[config.mk]
export PLATFORM = sky130hd
export DESIGN_NAME = pnve_ctrl
export DESIGN_NICKNAME = d
export VERILOG_FILES = /design/src/rtl/core/pnve_pkg.sv /design/src/rtl/core/pnve_ctrl.sv
export SDC_FILE = /design/constraint.sdc
export NUM_CORES = 1
export LEC_CHECK = 0
export BUFFER_PORTS_ARGS = -buffer_cell sky130_fd_sc_hd__buf_2
export CORE_MARGIN = 2
export CORE_UTILIZATION = 52
export DETAILED_ROUTE_END_ITERATION = 12
export PLACE_DENSITY = 0.79
export SLEW_MARGIN = 20
export SYNTH_ARGS = -nofsm -noshare
export SYNTH_HDL_FRONTEND = slang
export SYNTH_SLANG_ARGS = --single-unit
export TNS_END_PERCENT = 20
[constraint.sdc]
create_clock -name i_clk -period 3.6 [get_ports i_clk]
set_input_delay 0.36 -clock i_clk [delete_from_list [all_inputs] [get_ports i_clk]]
set_output_delay 0.36 -clock i_clk [all_outputs]
set_load 0.01 [all_outputs]
[src/rtl/core/pnve_pkg.sv]
// Shared constants and control types for the polygon nearest vertex/edge search.
package pnve_pkg;

    localparam int MaxVertices = 64;
    localparam int AddrW       = $clog2(MaxVertices);
    localparam int CountW      = AddrW + 1;
    localparam int DivSteps    = 52;
    localparam int DivCntW     = 6;

    localparam logic [1:0] CMD_CLEAR  = 2'd0;
    localparam logic [1:0] CMD_APPEND = 2'd1;
    localparam logic [1:0] CMD_QUERY  = 2'd2;

    localparam logic [1:0] STATUS_OK    = 2'd0;
    localparam logic [1:0] STATUS_EMPTY = 2'd1;
    localparam logic [1:0] STATUS_OVF   = 2'd2;

    localparam logic [25:0] RADIUS_RESET = 26'd2500;

    // controller to datapath
    typedef struct packed {
        logic              clear;
        logic              append;
        logic              load_q;
        logic              rd_en;
        logic [AddrW-1:0]  rd_addr;
        logic              vtx;
        logic              first;
        logic              edge_ld;
        logic              fin_ld;
        logic              e1;
        logic              e2;
        logic              e3;
        logic              div_start;
        logic              div_step;
        logic              cmp;
        logic              out_load;
    } t_cmd;

    // datapath to controller
    typedef struct packed {
        logic [CountW-1:0] count;
        logic              skip;
        logic              need_div;
    } t_sts;

endpackage

[src/rtl/core/pnve_ctrl.sv]
// Controller: walks the vertex store for one query and sequences the edge arithmetic.
module pnve_ctrl
    import pnve_pkg::*;
(
    input  logic       i_clk,
    input  logic       i_rst_n,
    input  logic       i_in_valid,
    input  logic [1:0] i_in_cmd,
    output logic       o_in_ready,
    output logic       o_out_valid,
    input  logic       i_out_ready,
    input  t_sts       i_sts,
    output t_cmd       o_cmd
);

    localparam logic [3:0] S_IDLE = 4'd0;
    localparam logic [3:0] S_RD   = 4'd1;
    localparam logic [3:0] S_VTX  = 4'd2;
    localparam logic [3:0] S_FIN  = 4'd3;
    localparam logic [3:0] S_E1   = 4'd4;
    localparam logic [3:0] S_E2   = 4'd5;
    localparam logic [3:0] S_E3   = 4'd6;
    localparam logic [3:0] S_DIVS = 4'd7;
    localparam logic [3:0] S_DIV  = 4'd8;
    localparam logic [3:0] S_CMP  = 4'd9;
    localparam logic [3:0] S_NEXT = 4'd10;
    localparam logic [3:0] S_DONE = 4'd11;

    logic [3:0]        r_state, n_state;
    logic [CountW-1:0] r_k, n_k;
    logic              r_final, n_final;
    logic [DivCntW-1:0] r_dcnt, n_dcnt;
    logic              r_ovalid, n_ovalid;

    logic accept, last_k;
    assign o_in_ready = (r_state == S_IDLE);
    assign accept     = i_in_valid && o_in_ready;
    assign last_k     = (r_k + 1'b1 == i_sts.count);
    assign o_out_valid = r_ovalid;

    always_comb begin
        n_state  = r_state;
        n_k      = r_k;
        n_final  = r_final;
        n_dcnt   = r_dcnt;
        n_ovalid = r_ovalid && !i_out_ready;
        o_cmd    = '0;
        o_cmd.rd_addr = r_k[AddrW-1:0];
        case (r_state)
            S_IDLE: begin
                if (accept) begin
                    case (i_in_cmd)
                        CMD_CLEAR:  o_cmd.clear  = 1'b1;
                        CMD_APPEND: o_cmd.append = 1'b1;
                        CMD_QUERY: begin
                            o_cmd.load_q = 1'b1;
                            n_k     = '0;
                            n_final = 1'b0;
                            n_state = (i_sts.count == '0) ? S_DONE : S_RD;
                        end
                        default: ;
                    endcase
                end
            end
            S_RD: begin
                o_cmd.rd_en = 1'b1;
                n_state = S_VTX;
            end
            S_VTX: begin
                o_cmd.vtx = 1'b1;
                if (r_k == '0) begin
                    o_cmd.first = 1'b1;
                    n_state = S_NEXT;
                end else begin
                    o_cmd.edge_ld = 1'b1;
                    n_state = S_E1;
                end
            end
            S_FIN: begin
                o_cmd.fin_ld = 1'b1;
                n_final = 1'b1;
                n_state = S_E1;
            end
            S_E1: begin
                o_cmd.e1 = 1'b1;
                n_state = S_E2;
            end
            S_E2: begin
                o_cmd.e2 = 1'b1;
                n_state = S_E3;
            end
            S_E3: begin
                o_cmd.e3 = 1'b1;
                n_state = S_DIVS;
            end
            S_DIVS: begin
                // zero-length edge is skipped, clamped ends go straight to compare
                if (i_sts.skip) begin
                    n_state = S_NEXT;
                end else if (i_sts.need_div) begin
                    o_cmd.div_start = 1'b1;
                    n_dcnt  = '0;
                    n_state = S_DIV;
                end else begin
                    n_state = S_CMP;
                end
            end
            S_DIV: begin
                o_cmd.div_step = 1'b1;
                n_dcnt = r_dcnt + 1'b1;
                if (r_dcnt == DivCntW'(DivSteps - 1)) begin
                    n_state = S_CMP;
                end
            end
            S_CMP: begin
                o_cmd.cmp = 1'b1;
                n_state = S_NEXT;
            end
            S_NEXT: begin
                if (r_final) begin
                    n_state = S_DONE;
                end else if (last_k) begin
                    n_state = S_FIN;
                end else begin
                    n_k     = r_k + 1'b1;
                    n_state = S_RD;
                end
            end
            S_DONE: begin
                if (!r_ovalid || i_out_ready) begin
                    o_cmd.out_load = 1'b1;
                    n_ovalid = 1'b1;
                    n_state  = S_IDLE;
                end
            end
            default: n_state = S_IDLE;
        endcase
    end

    always_ff @(posedge i_clk) begin
        if (!i_rst_n) begin
            r_state  <= S_IDLE;
            r_k      <= '0;
            r_final  <= 1'b0;
            r_dcnt   <= '0;
            r_ovalid <= 1'b0;
        end else begin
            r_state  <= n_state;
            r_k      <= n_k;
            r_final  <= n_final;
            r_dcnt   <= n_dcnt;
            r_ovalid <= n_ovalid;
        end
    end

endmodule

---- Word-level counts from Yosys, hierarchy flattened ----
Cells that the tools add are included.
W data, S select, Z words.
storage, ports and cells
  bits of input ports ..................... 15
  output and inout port bits .............. 23
  logic and storage cells ................. 90
  register bits after elaboration ......... 19
operators by class
  equal/unequal tests ..................... 23
  $add $sub $neg .......................... 2
  reduce and logical (&&, ||, !) cells .... 16
  multiplexer cells ....................... 44
operator list
  cell                   count
  $pmux W4 S12           1
  $mux W4                8
  $mux W7                4
  $mux W1                22
  $eq A4 B3 Y1 const B   4
  $eq A4 B4 Y1 const B   4
  $logic_not A7 Y1       2
  $pmux W7 S2            1
  $mux W6                2
  $ne A2 B2 Y1 const B   6
  $pmux W6 S2            1
  $mux W3                3
  $eq A4 B2 Y1 const B   2
  $add A7 B1 Y7 const B  1
  $eq A7 B7 Y1           1
  $add A6 B1 Y6 const B  1
  $eq A6 B6 Y1 const B   1
  $reduce_and A3 Y1      2
  $reduce_bool A2 Y1     3
  $reduce_and A5 Y1      1
  $eq A4 B1 Y1 const B   1
  $logic_not A4 Y1       1
  $ne A2 B1 Y1 const B   2
  $reduce_and A4 Y1      1
  8 further kinds        10

---- Depth between registers and ports, before layout ----
  word-level depth ........................ 5
  mapped depth ............................ 8

---- Least setup slack after synthesis ----
OpenSTA, ideal clock, no wires.
  path kind ............................... reg-to-reg
  start ................................... reg r_k[0]
  end ..................................... reg r_k[2]
  buffers on the path ..................... 0
  clock period less this slack ............ 2708 ps
  stages on the path, launching flop included .. 9
  slack ................................... 892 ps
  arrival time ............................ 2588 ps
  path through ............................ dfxtp_1 > inv_1 > ha_1 > xor2_1 > or4_1 > or3b_4 > a311oi_4 > nor4b_1 > a211o_2
between the ends
  cells in the longest elaborated chain, start to end .. 4
  elaborated cells between the ends (all ways) .. 7
  those cells by class .................... add/sub: 1; eq/ne: 2; mux: 3; reduce/logical: 1
RTL lines
  what                                                                      RTL line                           text
  from (decl)                                                               pnve_ctrl.sv:30                    logic [CountW-1:0] r_k, n_k;
  from (signal assigned)                                                    pnve_ctrl.sv:149                   r_k <= n_k;
  $add A7 B1 Y7 (*)                                                         pnve_ctrl.sv:38, pnve_ctrl.sv:125
  $eq A7 B7 Y1 / $mux W7 (equally long branches)                            pnve_ctrl.sv:38, pnve_ctrl.sv:122
  $ne A2 B2 Y1 (no source line) / $mux W7 (equally long branches)           -
  $reduce_and A5 Y1 (no source line) / $pmux W7 S2 (equally long branches)  -
Every way passes the cells marked *; elsewhere a longest branch is shown, timed or not. The select of a mux whose other input is x is not followed.
A chain may end at the register's enable or synchronous reset.

---- Final worst setup path ----
  start ................................... reg r_k[0]
  end ..................................... reg r_k[0]
The elaborated chain is that of the path after synthesis.

==> impl_metrics.yaml <==
worst_setup_path:
  cp.required_ns: 3.81
  reg2reg_depth: 8
  cp-end-kind: "flop"
  cp_num_buf_inv: 1
  cp_max_fo: 9
  crit_type: "flop to flop"
  worst_ep_arrival_time_ns: 3.17
  timing.reg2reg.setup_slack_ns: 0.64
  startpoint_type: "flop"
  crit_chain: "inv_1 > ha_1 > xor2_1 > or4_1 > or3b_4 > a311oi_4 > nor2_1 > mux2_2"
  crit_slowest_cell: "or4_1"
  worst-path-stages: 8
  cp_top_family: "simple AND/OR/NAND/NOR gates"
  max_stage_delay_ns: 0.51
grt:
  grtUsageTotal_pct: 21.6
  antenna_found_initial: 0
  grt_overflow_total: 0
  grt_pass1_wl_mm: 5.50
  grt_pass1_vias: 1252
  grt_max_degree: 20
outcome:
  outcome: "complete, no violations"
finish:
  fillers: 231
  drive_gt1_share_pct: 26.8
  area_growth_pct: 12.4
  antenna_cells: 0
  nNetsFinal: 224
clocking:
  htreeDepth: 1
  post_cts_buffers: 0
  ctsResizeCount: 0
  cts_hold_buf: 0
  cts-root-buf: "clkbuf_4"
  cts_tree: "yes"
  clock_path_buffers: 2
  cts_buffers: 3
  cts.reportedPaths.clkPinSlew_ns: 0.12
  insertion_delay_ns: 0.31
  cts.sinks: 19
synthesis:
  syn_avg_cell_area_um2: 7.99
  synth_flop_cell: "dfxtp_1"
  synth-edff-count: 0
  synthCells: 178
  synth.distinct_cells: 52
  ys_warn_count: 0
  syn_nets: 196
  async_reset_ff_share_pct: 0
  netlist_area_mm2: 0.00142
  yosysSeqAreaShare_pct: 26.7
  ys_ff_latch: 19
place:
  hpwl_mm: 2.56
  io_buffers: 37
  place.gp.congestion: 0.883
power:
  switchingPower_w: 0.000109
  power.density_mw_per_mm2: 243
  peakVddDrop_mv: 0.225
  p_sw_share_pct: 28.1
  seqPwrFrac_pct: 54.9
  clkPwrFrac_pct: 30.0
  p_leak_nw: 0.710
  power_frac_comb_pct: 15.1
  p_int_w: 0.000279
timing:
  slew_headroom_pct: 69.2
  finalHoldWorstSlack_ns: 0.366
  skew_ns: 0.00161
  period_share_pct: 82.2
  hold_violations: 0
  worstMarginPinSlew_ns: 0.462
  finalCriticalPeriod_ns: 2.96
  drv_slew: 0
  setup_viol_count_final: 0
  setup_tns_ns: 0
  rsz0062_at_grt: "no"
  max_freq_ghz: 0.338
hold_path:
  hold_path_class: "input pin to flop"
  min_path_cells: 3
routing:
  wl_mm: 3.39
  num_vias: 1387
  drtIter0Drc: 53
  postRouteAntennaNets: 0
  routed_via_density: 5.90
  wl_per_cell_um: 14.4
  drc_errors: 0
  drtPass1Iterations: 4
floorplanning:
  coreArea_mm2: 0.00254
  start_util_pct: 55.9
  die_h_um: 56.3
  die_x_um: 56.3
  io_pins: 38
  die-area_mm2: 0.00317
  rows: 18
run:
  maxCapViolations: 0
[state kept, by name (all words and copies together) (netlist names)]
register and flops:
r_state 4, r_k 7, o_out_valid 1, r_final 1, r_dcnt 6
[area by class of cell]
type,instances,area (um^2),share of cell area (%)
multi-input combinational,133,910,56.9
sequential,19,380,23.8
timing repair buffer,40,208,13.0
tap,30,37.5,2.35
inverter,9,33.8,2.11
clock buffer,3,22.5,1.41
clock inverter,1,7.51,0.469
[power by group through the flow]
| stage | clock network (W) | logic, W | registers, W |
|---|---|---|---|
| detailed placement | 0 | 0.0000578 | 0.000218 |
| global route | 0.000132 | 0.0000642 | 0.000213 |
| CTS | 0.000121 | 0.0000580 | 0.000213 |
| global placement | 0 | 0.0000556 | 0.000218 |
| finish | 0.000116 | 0.0000587 | 0.000213 |
| floorplan | 0 | 0.0000349 | 0.000218 |
[metrics by stage]
stage,cells,util (%),total power (W),instance area (um^2),setup slack [ns]
4_1_cts,235,62.8,0.000392,1600,0.652
3_3_place_gp,231,61.7,0.000273,1570,0.793
3_5_place_dp,231,61.7,0.000276,1570,0.679
2_1_floorplan,178,-,0.000253,1420,0.892
6_report,235,62.8,0.000388,1600,0.639
5_1_grt,235,62.8,0.000409,1600,0.490
[final timing paths]
kind,to,from
min,o_out_valid,i_out_ready
min reg2reg,r_dcnt[5],r_dcnt[5]
max reg2reg,r_k[0],r_k[0]
max,r_k[0],r_k[0]
[worst min-delay path: stages]
cell and delay (ns):
buf_2 0.07, nand2b_1 0.12, a21boi_0 0.09
[cell usage in the layout, fill, tap and decap left out, types with 5 or more instances in the layout]
master,n
dfxtp_1,19
nand2b_1,5
inv_1,9
nor2_1,17
xor2_1,7
buf_2,37
nand2_1,7
o21ai_0,11
nand3_1,6
nor3_1,11
[metal layers]
layer / track usage (%) / vias to the layer above / routed length, um
met4: 7.82 / 0 / 44
li1: - / 692 / -
met2: 36.0 / 40 / 1650
met3: 5.99 / 8 / 179
met5: 0 / - / 0
met1: 26.5 / 647 / 1510
[synthesized netlist by cell type, types with 2 or more instances]
cell type	instances	area (um^2)
and2_1	4	25.0
clkbuf_1	8	30.0
a22o_2	2	20.0
o21ai_0	11	55.1
xnor2_1	4	35.0
dfxtp_1	19	380
nand3b_1	3	22.5
and3_1	2	12.5
nor2_1	17	63.8
nor3_1	11	55.1
nand4_1	3	18.8
nor4b_1	4	35.0
nand3_1	6	30.0
ha_1	3	37.5
buf_4	7	52.6
nor2b_1	4	25.0
a21oi_1	4	20.0
nand2_1	7	26.3
a21boi_0	3	22.5
nor4_1	4	25.0
xor2_1	7	61.3
a21o_2	2	17.5
or4_1	2	15.0
inv_1	9	33.8
nand2b_1	5	31.3
[cells by family after synthesis]
kind of cell    after synthesis  synth area share, %
buf+inv                      26                 9.32
fa+ha+maj                     3                 2.64
xor+xnor                     12                 8.44
simple gates                 79                 31.4
compound gates               37                 20.0
mux                           2                 1.50
flops                        19                 26.7
(Power assumes the default switching activity.)
